--- config.mk ---
export PLATFORM = sky130hd
export DESIGN_NAME = auto_gain_step
export DESIGN_NICKNAME = d
export VERILOG_FILES = /design/src/sv/agc_pkg.sv /design/src/sv/agc_front.sv /design/src/sv/agc_div_cell.sv /design/src/sv/agc_back.sv /design/src/sv/auto_gain_step.sv
export SDC_FILE = /design/constraint.sdc
export NUM_CORES = 2
export LEC_CHECK = 0
export BUFFER_PORTS_ARGS = -buffer_cell sky130_fd_sc_hd__buf_2
export CELL_PAD_IN_SITES_DETAIL_PLACEMENT = 1
export CELL_PAD_IN_SITES_GLOBAL_PLACEMENT = 1
export CORE_MARGIN = 8
export CORE_UTILIZATION = 30
export DETAILED_ROUTE_END_ITERATION = 10
export MAX_ROUTING_LAYER = met4
export PLACE_DENSITY_LB_ADDON = 0.1
export SETUP_SLACK_MARGIN = 0.2
export SLEW_MARGIN = 30
export SYNTH_ARGS = -nofsm -noshare
export SYNTH_HDL_FRONTEND = slang
export SYNTH_SLANG_ARGS = --single-unit
--- constraint.sdc ---
create_clock -name i_clk -period 142.9 [get_ports i_clk]
set_input_delay 14.29 -clock i_clk [delete_from_list [all_inputs] [get_ports i_clk]]
set_output_delay 14.29 -clock i_clk [all_outputs]
set_load 0.01 [all_outputs]
--- src/sv/agc_pkg.sv ---
package agc_pkg;

    // Value width of every amplitude, RMS and limit field (fixed by the field list)
    localparam int VW            = 16;
    localparam int FRAC_BITS_DEF = 12;
    // Deadband is an unsigned Q0.16 fraction of the target
    localparam int DB_FRAC       = 16;
    localparam int CFG_IDX_W     = 3;

    localparam logic [VW-1:0] RST_TARGET   = VW'(4096);
    localparam logic [VW-1:0] RST_DEADBAND = VW'(3277);
    localparam logic [VW-1:0] RST_STEP_MIN = VW'(2048);
    localparam logic [VW-1:0] RST_STEP_MAX = VW'(8192);
    localparam logic [VW-1:0] RST_AMP_MIN  = VW'(205);
    localparam logic [VW-1:0] RST_AMP_MAX  = VW'(4096);

    typedef enum logic [2:0] {
        ACT_DISABLED = 3'd0,
        ACT_CLIP     = 3'd1,
        ACT_SMALL    = 3'd2,
        ACT_DEADBAND = 3'd3,
        ACT_ADJUSTED = 3'd4
    } t_action;

    typedef enum logic [CFG_IDX_W-1:0] {
        CFG_ENABLE   = 3'd0,
        CFG_TARGET   = 3'd1,
        CFG_DEADBAND = 3'd2,
        CFG_STEP_MIN = 3'd3,
        CFG_STEP_MAX = 3'd4,
        CFG_AMP_MIN  = 3'd5,
        CFG_AMP_MAX  = 3'd6
    } t_cfg_reg;

    typedef struct packed {
        logic [VW-1:0] measured_rms;
        logic          clipping;
        logic [VW-1:0] present_amp;
    } t_in;

    typedef struct packed {
        logic [VW-1:0] next_amp;
        t_action       action;
    } t_out;

    typedef struct packed {
        logic          enable;
        logic [VW-1:0] target_rms;
        logic [VW-1:0] deadband;
        logic [VW-1:0] step_min;
        logic [VW-1:0] step_max;
        logic [VW-1:0] amp_min;
        logic [VW-1:0] amp_max;
    } t_cfg;

    // Item data that rides along the divider chain untouched
    typedef struct packed {
        logic [VW-1:0] amp;
        logic [VW-1:0] clip_amp;
        t_action       act;
    } t_side;

    typedef struct packed {
        logic [VW-1:0] rms;
        logic [VW-1:0] rem;
        t_side         side;
    } t_div;

    // Smallest RMS worth correcting: 0.001 rounded up to the fraction grid
    function automatic logic [VW-1:0] f_rms_floor(input int frac);
        int v;
        v = ((1 << frac) + 999) / 1000;
        return VW'(v);
    endfunction

endpackage

--- src/sv/agc_front.sv ---
module agc_front #(
    parameter int FRAC_BITS = agc_pkg::FRAC_BITS_DEF
) (
    input  logic           i_clk,
    input  logic           i_rst_n,
    input  logic           i_adv,
    input  logic           i_valid,
    input  agc_pkg::t_in   i_data,
    input  agc_pkg::t_cfg  i_cfg,
    output logic           o_valid,
    output agc_pkg::t_div  o_data
);
    import agc_pkg::*;

    localparam int PW        = VW + FRAC_BITS;
    localparam int ClipScale = ((4 << FRAC_BITS) + 2) / 5;

    logic [2*VW-1:0] n_thr_prod;
    logic [VW-1:0]   r_thr;
    logic [VW-1:0]   n_amp;

    logic            r_s1_valid;
    logic [VW-1:0]   r_s1_rms;
    logic            r_s1_clip;
    logic [VW-1:0]   r_s1_amp;

    logic [VW-1:0]   n_diff;
    logic [PW-1:0]   n_clip_prod;
    t_action         n_act;

    logic            r_valid;
    t_div            r_data;

    // Deadband threshold depends on configuration only
    assign n_thr_prod = {{VW{1'b0}}, i_cfg.deadband} * {{VW{1'b0}}, i_cfg.target_rms};

    always_ff @(posedge i_clk) begin
        r_thr <= n_thr_prod[DB_FRAC +: VW];
    end

    always_comb begin
        if (i_data.present_amp < i_cfg.amp_min) begin
            n_amp = i_cfg.amp_min;
        end else if (i_data.present_amp > i_cfg.amp_max) begin
            n_amp = i_cfg.amp_max;
        end else begin
            n_amp = i_data.present_amp;
        end
    end

    always_ff @(posedge i_clk) begin
        if (!i_rst_n) begin
            r_s1_valid <= 1'b0;
        end else if (i_adv) begin
            r_s1_valid <= i_valid;
        end
    end

    always_ff @(posedge i_clk) begin
        if (i_adv) begin
            r_s1_rms  <= i_data.measured_rms;
            r_s1_clip <= i_data.clipping;
            r_s1_amp  <= n_amp;
        end
    end

    assign n_diff = (r_s1_rms > i_cfg.target_rms) ? (r_s1_rms - i_cfg.target_rms)
                                                   : (i_cfg.target_rms - r_s1_rms);
    assign n_clip_prod = {{FRAC_BITS{1'b0}}, r_s1_amp} * PW'(ClipScale);

    always_comb begin
        if (!i_cfg.enable) begin
            n_act = ACT_DISABLED;
        end else if (r_s1_clip) begin
            n_act = ACT_CLIP;
        end else if (r_s1_rms < f_rms_floor(FRAC_BITS)) begin
            n_act = ACT_SMALL;
        end else if (n_diff < r_thr) begin
            n_act = ACT_DEADBAND;
        end else begin
            n_act = ACT_ADJUSTED;
        end
    end

    always_ff @(posedge i_clk) begin
        if (!i_rst_n) begin
            r_valid <= 1'b0;
        end else if (i_adv) begin
            r_valid <= r_s1_valid;
        end
    end

    always_ff @(posedge i_clk) begin
        if (i_adv) begin
            r_data.rms           <= r_s1_rms;
            r_data.rem           <= '0;
            r_data.side.amp      <= r_s1_amp;
            r_data.side.clip_amp <= n_clip_prod[FRAC_BITS +: VW];
            r_data.side.act      <= n_act;
        end
    end

    assign o_valid = r_valid;
    assign o_data  = r_data;

endmodule

--- src/sv/agc_div_cell.sv ---
module agc_div_cell #(
    parameter int QW = agc_pkg::VW + agc_pkg::FRAC_BITS_DEF
) (
    input  logic           i_clk,
    input  logic           i_rst_n,
    input  logic           i_adv,
    input  logic           i_valid,
    input  agc_pkg::t_div  i_data,
    input  logic [QW-1:0]  i_quo,
    input  logic           i_num_bit,
    output logic           o_valid,
    output agc_pkg::t_div  o_data,
    output logic [QW-1:0]  o_quo
);
    import agc_pkg::*;

    logic [VW:0]   n_rem_sh;
    logic [VW:0]   n_sub;
    logic          n_ge;
    logic [VW-1:0] n_rem;

    logic          r_valid;
    t_div          r_data;
    logic [QW-1:0] r_quo;

    // One restoring step: bring down a dividend bit, subtract when it fits
    assign n_rem_sh = {i_data.rem, i_num_bit};
    assign n_ge     = n_rem_sh >= {1'b0, i_data.rms};
    assign n_sub    = n_rem_sh - {1'b0, i_data.rms};
    assign n_rem    = n_ge ? n_sub[VW-1:0] : n_rem_sh[VW-1:0];

    always_ff @(posedge i_clk) begin
        if (!i_rst_n) begin
            r_valid <= 1'b0;
        end else if (i_adv) begin
            r_valid <= i_valid;
        end
    end

    always_ff @(posedge i_clk) begin
        if (i_adv) begin
            r_data.rms  <= i_data.rms;
            r_data.rem  <= n_rem;
            r_data.side <= i_data.side;
            r_quo       <= {i_quo[QW-2:0], n_ge};
        end
    end

    assign o_valid = r_valid;
    assign o_data  = r_data;
    assign o_quo   = r_quo;

endmodule

--- src/sv/agc_back.sv ---
module agc_back #(
    parameter int FRAC_BITS = agc_pkg::FRAC_BITS_DEF,
    parameter int QW        = agc_pkg::VW + agc_pkg::FRAC_BITS_DEF
) (
    input  logic           i_clk,
    input  logic           i_rst_n,
    input  logic           i_adv,
    input  logic           i_valid,
    input  agc_pkg::t_div  i_data,
    input  logic [QW-1:0]  i_quo,
    input  agc_pkg::t_cfg  i_cfg,
    output logic           o_valid,
    output agc_pkg::t_out  o_data
);
    import agc_pkg::*;

    localparam int SW = 2 * VW - FRAC_BITS;

    logic [QW-1:0]   n_ratio;
    logic            r_b1_valid;
    logic [VW-1:0]   r_b1_ratio;
    t_side           r_b1_side;

    logic            r_b2_valid;
    logic [2*VW-1:0] r_b2_prod;
    t_side           r_b2_side;

    logic [SW-1:0]   n_pick;
    logic [SW-1:0]   n_lim;
    logic [VW-1:0]   n_next;

    logic            r_valid;
    t_out            r_data;

    // Clamp the quotient to the step limits; the result always fits VW bits
    always_comb begin
        if (i_quo < QW'(i_cfg.step_min)) begin
            n_ratio = QW'(i_cfg.step_min);
        end else if (i_quo > QW'(i_cfg.step_max)) begin
            n_ratio = QW'(i_cfg.step_max);
        end else begin
            n_ratio = i_quo;
        end
    end

    always_ff @(posedge i_clk) begin
        if (!i_rst_n) begin
            r_b1_valid <= 1'b0;
            r_b2_valid <= 1'b0;
            r_valid    <= 1'b0;
        end else if (i_adv) begin
            r_b1_valid <= i_valid;
            r_b2_valid <= r_b1_valid;
            r_valid    <= r_b2_valid;
        end
    end

    always_ff @(posedge i_clk) begin
        if (i_adv) begin
            r_b1_ratio <= n_ratio[VW-1:0];
            r_b1_side  <= i_data.side;
            r_b2_prod  <= {{VW{1'b0}}, r_b1_side.amp} * {{VW{1'b0}}, r_b1_ratio};
            r_b2_side  <= r_b1_side;
        end
    end

    assign n_pick = (r_b2_side.act == ACT_ADJUSTED) ? r_b2_prod[2*VW-1:FRAC_BITS]
                                                    : SW'(r_b2_side.clip_amp);

    always_comb begin
        if (n_pick < SW'(i_cfg.amp_min)) begin
            n_lim = SW'(i_cfg.amp_min);
        end else if (n_pick > SW'(i_cfg.amp_max)) begin
            n_lim = SW'(i_cfg.amp_max);
        end else begin
            n_lim = n_pick;
        end
    end

    always_comb begin
        case (r_b2_side.act)
            ACT_ADJUSTED, ACT_CLIP: n_next = n_lim[VW-1:0];
            default:                n_next = r_b2_side.amp;
        endcase
    end

    always_ff @(posedge i_clk) begin
        if (i_adv) begin
            r_data.next_amp <= n_next;
            r_data.action   <= r_b2_side.act;
        end
    end

    assign o_valid = r_valid;
    assign o_data  = r_data;

endmodule

--- src/sv/auto_gain_step.sv ---
// Channel   Signals                                   Direction  Moves
// -------   ---------------------------------------   ---------  ---------------------------
// in        i_in_valid  / o_in_ready  / i_in_data     in         one measurement transaction
// out       o_out_valid / i_out_ready / o_out_data    out        one amplitude transaction
// cfg       i_cfg_valid / o_cfg_ready / i_cfg_index,  in         one register write
//           i_cfg_data
//
// Takes one transaction per cycle while the output is not stalled; each result passes through
// the front-end registers, the divider chain and the back-end registers after its transaction
// is accepted. The divider chain holds one cell per quotient bit of (target << FRAC_BITS) / rms.
// Reset is synchronous, active low; it clears all valid bits and loads the register defaults.
// A stalled output holds the whole pipeline; o_in_ready drops in that same cycle.
// Configuration writes are always taken; every stage reads the registers live, so write them
// only while no transaction is in flight.
module auto_gain_step #(
    parameter int FRAC_BITS = agc_pkg::FRAC_BITS_DEF
) (
    input  logic                            i_clk,
    input  logic                            i_rst_n,
    input  logic                            i_in_valid,
    output logic                            o_in_ready,
    input  agc_pkg::t_in                    i_in_data,
    output logic                            o_out_valid,
    input  logic                            i_out_ready,
    output agc_pkg::t_out                   o_out_data,
    input  logic                            i_cfg_valid,
    output logic                            o_cfg_ready,
    input  logic [agc_pkg::CFG_IDX_W-1:0]   i_cfg_index,
    input  logic [agc_pkg::VW-1:0]          i_cfg_data
);
    import agc_pkg::*;

    // Quotient width: a VW-bit target shifted up by FRAC_BITS
    localparam int QW = VW + FRAC_BITS;

    t_cfg          r_cfg;
    logic          w_adv;
    logic          w_out_valid;

    logic          w_cell_valid [0:QW];
    t_div          w_cell_data  [0:QW];
    logic [QW-1:0] w_cell_quo   [0:QW];
    logic          w_num_bit    [0:QW-1];

    // Register file: take a write whenever it is offered, drop unknown indexes
    always_ff @(posedge i_clk) begin
        if (!i_rst_n) begin
            r_cfg.enable     <= 1'b1;
            r_cfg.target_rms <= RST_TARGET;
            r_cfg.deadband   <= RST_DEADBAND;
            r_cfg.step_min   <= RST_STEP_MIN;
            r_cfg.step_max   <= RST_STEP_MAX;
            r_cfg.amp_min    <= RST_AMP_MIN;
            r_cfg.amp_max    <= RST_AMP_MAX;
        end else if (i_cfg_valid) begin
            case (t_cfg_reg'(i_cfg_index))
                CFG_ENABLE:   r_cfg.enable     <= i_cfg_data[0];
                CFG_TARGET:   r_cfg.target_rms <= i_cfg_data;
                CFG_DEADBAND: r_cfg.deadband   <= i_cfg_data;
                CFG_STEP_MIN: r_cfg.step_min   <= i_cfg_data;
                CFG_STEP_MAX: r_cfg.step_max   <= i_cfg_data;
                CFG_AMP_MIN:  r_cfg.amp_min    <= i_cfg_data;
                CFG_AMP_MAX:  r_cfg.amp_max    <= i_cfg_data;
                default:      r_cfg            <= r_cfg;
            endcase
        end
    end

    assign o_cfg_ready = 1'b1;

    // Advance every stage together unless the result register is full and not taken
    assign w_adv      = !w_out_valid || i_out_ready;
    assign o_in_ready = w_adv;

    // Front end: clamp the amplitude, rank the rules, prepare the clip backoff
    agc_front #(
        .FRAC_BITS (FRAC_BITS)
    ) u_front (
        .i_clk   (i_clk),
        .i_rst_n (i_rst_n),
        .i_adv   (w_adv),
        .i_valid (i_in_valid),
        .i_data  (i_in_data),
        .i_cfg   (r_cfg),
        .o_valid (w_cell_valid[0]),
        .o_data  (w_cell_data[0])
    );

    assign w_cell_quo[0] = '0;

    // Divider chain: cell k brings down dividend bit QW-1-k, which is a target bit
    // for the upper VW positions and zero for the FRAC_BITS positions below
    for (genvar k = 0; k < QW; k++) begin : g_cell
        if (QW - 1 - k >= FRAC_BITS) begin : g_tgt
            assign w_num_bit[k] = r_cfg.target_rms[QW - 1 - k - FRAC_BITS];
        end else begin : g_zero
            assign w_num_bit[k] = 1'b0;
        end

        agc_div_cell #(
            .QW (QW)
        ) u_cell (
            .i_clk     (i_clk),
            .i_rst_n   (i_rst_n),
            .i_adv     (w_adv),
            .i_valid   (w_cell_valid[k]),
            .i_data    (w_cell_data[k]),
            .i_quo     (w_cell_quo[k]),
            .i_num_bit (w_num_bit[k]),
            .o_valid   (w_cell_valid[k+1]),
            .o_data    (w_cell_data[k+1]),
            .o_quo     (w_cell_quo[k+1])
        );
    end

    // Back end: clamp the ratio, scale the amplitude, clamp and pick the result
    agc_back #(
        .FRAC_BITS (FRAC_BITS),
        .QW        (QW)
    ) u_back (
        .i_clk   (i_clk),
        .i_rst_n (i_rst_n),
        .i_adv   (w_adv),
        .i_valid (w_cell_valid[QW]),
        .i_data  (w_cell_data[QW]),
        .i_quo   (w_cell_quo[QW]),
        .i_cfg   (r_cfg),
        .o_valid (w_out_valid),
        .o_data  (o_out_data)
    );

    assign o_out_valid = w_out_valid;

`ifndef SYNTHESIS
    // The small-signal rule is picked only for an RMS under the floor
    a_small_below_floor: assert property (@(posedge i_clk) disable iff (!i_rst_n)
        w_cell_valid[0] && w_cell_data[0].side.act == ACT_SMALL
        |-> w_cell_data[0].rms < f_rms_floor(FRAC_BITS))
        else $error("small-signal action with RMS at or above floor");

    // An adjusted transaction never carries a zero divisor into the divider
    a_adjust_nonzero: assert property (@(posedge i_clk) disable iff (!i_rst_n)
        w_cell_valid[0] && w_cell_data[0].side.act == ACT_ADJUSTED
        |-> w_cell_data[0].rms >= f_rms_floor(FRAC_BITS) && w_cell_data[0].rms != '0)
        else $error("adjust action with RMS under floor");

    // For an adjusted transaction, the remainder leaving the chain is below the divisor
    a_div_remainder: assert property (@(posedge i_clk) disable iff (!i_rst_n)
        w_cell_valid[QW] && w_cell_data[QW].side.act == ACT_ADJUSTED
        |-> w_cell_data[QW].rem < w_cell_data[QW].rms)
        else $error("divider remainder not below divisor");
`endif

endmodule
# Yosys cells after proc, flatten, opt, wreduce, memory -nomap -nowiden
# Index checks and enable logic that the tools add are counted.
dict set report word_totals {
  regBits 2617
  word_cells 368
  mem_count 0
  inputBits 57
  mem_bits_rw 0
  latchBits 0
  out_inout_bits 22
  mem_bits_ro 0
}
dict set report classes {
  n_shift 0
  order_cmp 37
  mux 39
  n_bitwise 1
  add_sub_neg 29
  mul 3
  div 0
  eq_ne 8
  n_reduce_logical 13
}
# operator n
set op_table {}
lappend op_table {{two-way mux 16 bit} 34}
lappend op_table {{>= comparator 17 x 16 -> 1 bit} 27}
lappend op_table {{subtractor 16 bit} 28}
lappend op_table {{multiplier 16 x 16 -> 32 bit} 2}
lappend op_table {{greater-than comparator 16 bit} 2}
lappend op_table {{< comparator 16 bit} 2}
lappend op_table {{greater-than comparator 28 x 16 -> 1 bit} 1}
lappend op_table {{< comparator 28 x 16 -> 1 bit} 1}
lappend op_table {{multiplier 16 x 12 -> 28 bit (second input constant)} 1}
lappend op_table {{greater-than comparator 20 x 16 -> 1 bit} 1}
lappend op_table {{< comparator 20 x 16 -> 1 bit} 1}
lappend op_table {{two-way mux 20 bit} 1}
lappend op_table {{>= comparator 1 x 16 -> 1 bit} 1}
lappend op_table {{< comparator 16 x 3 -> 1 bit (second input constant)} 1}
lappend op_table {{subtractor 1 x 16 -> 16 bit} 1}
lappend op_table {{AND reduction 2 bit} 7}
lappend op_table {{equality test 3 bit (second input constant)} 4}
lappend op_table {{equality test 3 x 1 -> 1 bit (second input constant)} 2}
lappend op_table {{equality test 3 x 2 -> 1 bit (second input constant)} 2}
lappend op_table {{OR reduction 2 bit} 2}
lappend op_table {{zero test 3 bit} 1}
lappend op_table {{two-way mux 3 bit} 1}
lappend op_table {{OR reduction 3 bit} 1}
lappend op_table {{two-way mux 1 bit} 2}
lappend op_table {{4 further kinds} 4}

# Logic depth before layout (Yosys ltp)
dict set report logic_depth {
  word_depth 6
  mapped_depth 24
  depth_no_buf 23
}

# Hierarchy
# Synthesis repeated with hierarchy kept, for this count alone.
dict set report unflattened {
  hier_cells 10646
  area_unflattened_um2 150590.7
}
# mod seq_area_each_um2 cells_per_inst instances area_each_um2
set by_module_without_submodules {}
lappend by_module_without_submodules {{agc_div_cell (g_cell[11].u_cell ...)} 2872.8 255 20 4119.0}
lappend by_module_without_submodules {{agc_div_cell (g_cell[0].u_cell ...)} 2872.8 251 7 4080.2}
lappend by_module_without_submodules {agc_front 2882.8 1774 1 17322.9}
lappend by_module_without_submodules {agc_back 3813.7 1406 1 14552.7}
lappend by_module_without_submodules {{agc_div_cell (g_cell[10].u_cell)} 2872.8 256 1 4055.1}
lappend by_module_without_submodules {auto_gain_step 1941.9 353 1 3719.8}

# Worst setup path before layout
# OpenSTA, ideal clock, no wires.
dict set report synth_timing {
  path_type {input to output}
  from {input port i_out_ready}
  to {output port o_in_ready}
  stages 4
  n_path_buf 2
  required_time_ns 128.610
  t_arrival_ns 80.650
  path_slack_ns 47.960
  cell_sequence {nor2b_1 -> clkbuf_1 -> inv_1 -> buf_1}
}
dict set report synth_between {
  elab_chain_len 1
}
# element line_no
set synth_rtl {}
lappend synth_rtl {{from (decl)} auto_gain_step.sv:24} ;# input logic i_out_ready,
lappend synth_rtl {{logical OR 1 bit} auto_gain_step.sv:72} ;# assign w_adv = !w_out_valid || i_out_ready;
lappend synth_rtl {{to (decl)} auto_gain_step.sv:21} ;# output logic o_in_ready,
# Every way passes these cells.

# Worst setup path in the final report
# Same ends and word-level chain as after synthesis.

==> flow_summary.yaml <==
placed_design:
  pre_cts_ws_ns: 113.10
  detailed_place_hpwl_mm: 231
  globalplace.congestion: 0.803
  portBuffers: 77
worst_hold_path:
  worst_hold_path.num_cells: 0
  min-delay-path-class: "reg -> reg"
worst_setup_path:
  worst-path-max-fanout: 34
  cp_data_required_time_ns: 128.61
  cp.arrival_ns: 15.46
  cp-start-kind: "primary input"
  critical-path-max-stage-delay_ns: 0.38
  critPathMostFrequentCell: "buf_2"
  crit_slowest_cell: "buf_4"
  r2r.worst_path.cells: 21
  setup.worst_path.end_class: "primary output"
  crit_path_cell_trace: "buf_2 -> nor2b_2 -> buf_4 -> inv_8 -> buf_2"
  worst-setup-path-type: "in -> out"
pwr:
  seqPwrFrac_pct: 43.8
  power.total_mw: 2.63
  power_report.internal_total_mw: 1.81
  switching_portion_of_total_power_pct: 31.3
  pwr-share-comb_pct: 27.1
  static-leakage-power_nw: 61.9
  power.clock.fraction_pct: 29.1
  power_density_nw_per_um2: 17.9
  irDropWorstVdd_uv: 9.93
  power.net_switching_mw: 0.822
timing:
  final.min_clock_period_ns: 29.75
  fmaxAchievable_ghz: 0.0336
  slew_viol_final: 0
  rsz0062_at_grt: "no"
  final-hold-violation-count: 0
  fin_setup_tns_ns: 0
  final_critical_path_setup_slack_ns: 113.15
  skew_ns: 0.0700
  finalCritPeriodShare_pct: 20.8
  final-setup-viol-count: 0
  tightest_slew_ns: 1.08
  slew_headroom_pct: 27.8
die:
  die_y_um: 672
  initial_core_util_pct: 30.0
  ioPinCount: 79
  die_area_um2: 451000
  chipWidth_um: 672
  core_region_area_um2: 430000
  placementRows: 241
logic_synthesis:
  yosys-top-cells-area: "edfxtp_1 57%, ha_1 8.5%, fa_1 7.3%, inv_1 3.6%, mux2_2 2.7%"
  synth.largest_area_cell: "edfxtp_1"
  synth_cells: 9457
  synth-edff-count: 2459
  netlist.area_leader.share_pct: 57.2
  syn_nets: 10862
  post_synth_num_cell_types: 86
  yosys_warnings: 0
  synthesis.area_per_instance_um2: 13.6
  yosysSeqAreaShare_pct: 59.5
  synth-seq-cells: 2605
  synth_flop_cell: "edfxtp_1"
  share_of_flip_flops_with_an_asynchronous_set_or_reset_pct: 0
  synthesis.area_um2: 129000
global_routing:
  use_met3_pct: 1.53
  final_global_route_overflow_total: 0
  first_pass_grt_wire_length_mm: 492
  gr-usage-met1_pct: 19.1
  grt_max_degree: 187
  antenna_violations_before_repair: 26
  vias_in_the_first_global_route: 78312
  grt_most_used_layer: "met2"
  total_routing_resource_utilization_after_global_routing_pct: 14.5
  groute.layer.met2.usage_pct: 24.0
layout:
  postLayoutCoreUtil_pct: 34.1
  design.final.nets: 11148
  layout-drive-gt1-share_pct: 9.96
  syn2layout_area_growth_pct: 13.6
cts:
  htreeDepth: 5
  cts_tree: "built"
  cts-buffers-inserted: 308
  worst_skew_pair.late_latency_ns: 0.93
  cts_hold_repair.buffers: 0
  deepest_clock_path_buffer_count: 4
  cts_repair_resize_count: 0
  clock_sink_count: 2605
  clk_pin_slew_worst_paths_ns: 0.06
  cts-root-buf: "clkbuf_16"
  cts_setup_buffers: 0
route:
  postRouteAntennaNets: 0
  vias: 72093
  routed_wl_mm: 321
  drt-wirelength-per-cell_um: 20.4
  post_drt_via_cell_ratio: 4.59
  initialDrtViolationCount: 3702
  drc: 0
  dr.pass1.iters: 5
flow_run:
  timing.max_cap.violations: 0
run_status:
  run_status: "finished, final reports clean"
[state kept, by name (all words and copies together) (netlist names)]
| signal | cells |
|---|---|
| g_cell.u_cell.o_valid | 28 |
| u_front.r_thr | 16 |
| u_front.r_s1_amp | 16 |
| u_back.r_b1_ratio | 16 |
| u_front.r_s1_rms | 16 |
| u_back.r_b2_prod | 20 |
| u_back.o_data | 19 |
| g_cell.u_cell.o_data | 1844 |
| u_front.r_s1_clip | 1 |
| u_front.o_valid | 1 |
| u_back.r_b1_side | 35 |
| u_back.r_b2_valid | 1 |
| u_front.r_s1_valid | 1 |
| g_cell.u_cell.o_quo | 406 |
| u_back.r_b1_valid | 1 |
| u_front.o_data | 51 |
| r_cfg | 97 |
| u_back.r_b2_side | 35 |
| u_back.o_valid | 1 |
[layer usage]
| metal | wire length, µm | vias to the layer above | part of all wire (%) |
|---|---|---|---|
| li1 | - | 34117 | - |
| met1 | 150000 | 36688 | 47 |
| met2 | 155000 | 800 | 48 |
| met3 | 8370 | 488 | 2.6 |
| met4 | 7840 | 0 | 2.4 |
| met5 | 0 | - | 0 |
[area by class of cell]
| class | instances | area (µm²) |
|---|---|---|
| fill | 45154 | 283000 |
| sequential | 2605 | 76800 |
| multi-input combinational | 5409 | 46700 |
| clock buffer | 379 | 8080 |
| tap | 5710 | 7140 |
| inverter | 1250 | 4700 |
| clock inverter | 179 | 1760 |
| timing repair buffer | 169 | 1340 |
| antenna | 9 | 22.5 |
[cells in the mapped netlist, drive strengths merged (9+ instances only)]
master,n
edfxtp,2459
inv,1250
ha,876
nand2,746
fa,472
nor2,332
mux2,326
a21oi,308
and2,255
xnor2,236
o21ai,215
a21o,196
a21boi,178
dfxtp,146
clkbuf,138
mux2i,128
nor2b,102
xor2,102
nor3,99
nand3,97
nand4,97
nand2b,77
o21a,63
buf,55
nor4,49
and3,45
a211oi,43
o211ai,42
or3,38
o2111ai,32
o21bai,30
a31oi,24
a2111oi,22
and4,19
o221ai,15
or2,13
a2111o,12
o31a,12
a31o,11
a211o,10
or4b,10
o31ai,9
[critical path: cells and delay by family]
family        cells  cell delay (ns)
buf+inv           4             0.94
simple gates      1             0.10
[power groups by stage]
stage	sequential (mW)	combinational, mW	clock [mW]
floorplan	1.10	0.528	0
global placement	1.17	0.708	0
detailed placement	1.17	0.719	0
CTS	1.16	0.728	0.799
global route	1.17	0.806	0.822
finish	1.15	0.713	0.764
[metrics by stage]
| step | hold slack, ns | instances | instance area, µm² |
|---|---|---|---|
| 2_1_floorplan | 0.400 | 9457 | 129000 |
| 3_3_place_gp | 0.400 | 15134 | 136000 |
| 3_5_place_dp | 0.405 | 15137 | 136000 |
| 4_1_cts | 0.385 | 15695 | 146000 |
| 5_1_grt | 0.391 | 15706 | 147000 |
| 6_report | 0.385 | 15710 | 147000 |
[logic make-up (layout without fill, tap and decap cells)]
group,count (synthesis),count (layout),synth area share [%]
adders and majority gates,1348,1348,15.8
other,1,10,0.00291
AOI/OAI and AO/OA,1271,1271,6.67
DFF,2605,2605,59.5
muxes,454,454,3.88
xor gates and xnor gates,338,338,2.29
and+or+nand+nor,1997,1997,7.50
buffers and inverters,1443,1977,4.35
[path summary, 6_finish.rpt]
kind | endpoint | slack [ns] | from
min | g_cell[3].u_cell.o_data[8]$_DFFE_PP_ | 0.39 | g_cell[2].u_cell.o_data[8]$_DFFE_PP_
min reg2reg | g_cell[3].u_cell.o_data[8]$_DFFE_PP_ | 0.39 | g_cell[2].u_cell.o_data[8]$_DFFE_PP_
max reg2reg | u_back.r_b2_prod[25]$_DFFE_PP_ | 135.31 | u_back.r_b1_side[24]$_DFFE_PP_
max | o_in_ready | 113.15 | i_out_ready
[layout by cell type, fill, tap and decap left out, types with 38 or more instances in the layout]
cell type,instances
clkbuf_16,311
mux2_2,311
inv_1,1249
a21o_1,196
buf_2,76
buf_4,68
nor2_1,327
xor2_1,102
nor4_1,48
nor2b_1,101
nor3_1,98
clkinv_2,49
mux2i_1,128
o21ai_0,181
or3_1,38
nand2b_1,73
a21oi_1,301
fa_1,472
clkbuf_1,64
nand4_1,97
a21boi_0,162
clkinv_1,62
ha_1,876
and2_1,255
nand3_1,97
edfxtp_1,2459
dfxtp_1,144
o21a_1,62
nand2_1,745
xnor2_1,236
and3_1,43
o211ai_1,42
a211oi_1,43
No activity file was read; power rests on OpenSTA's default activity.
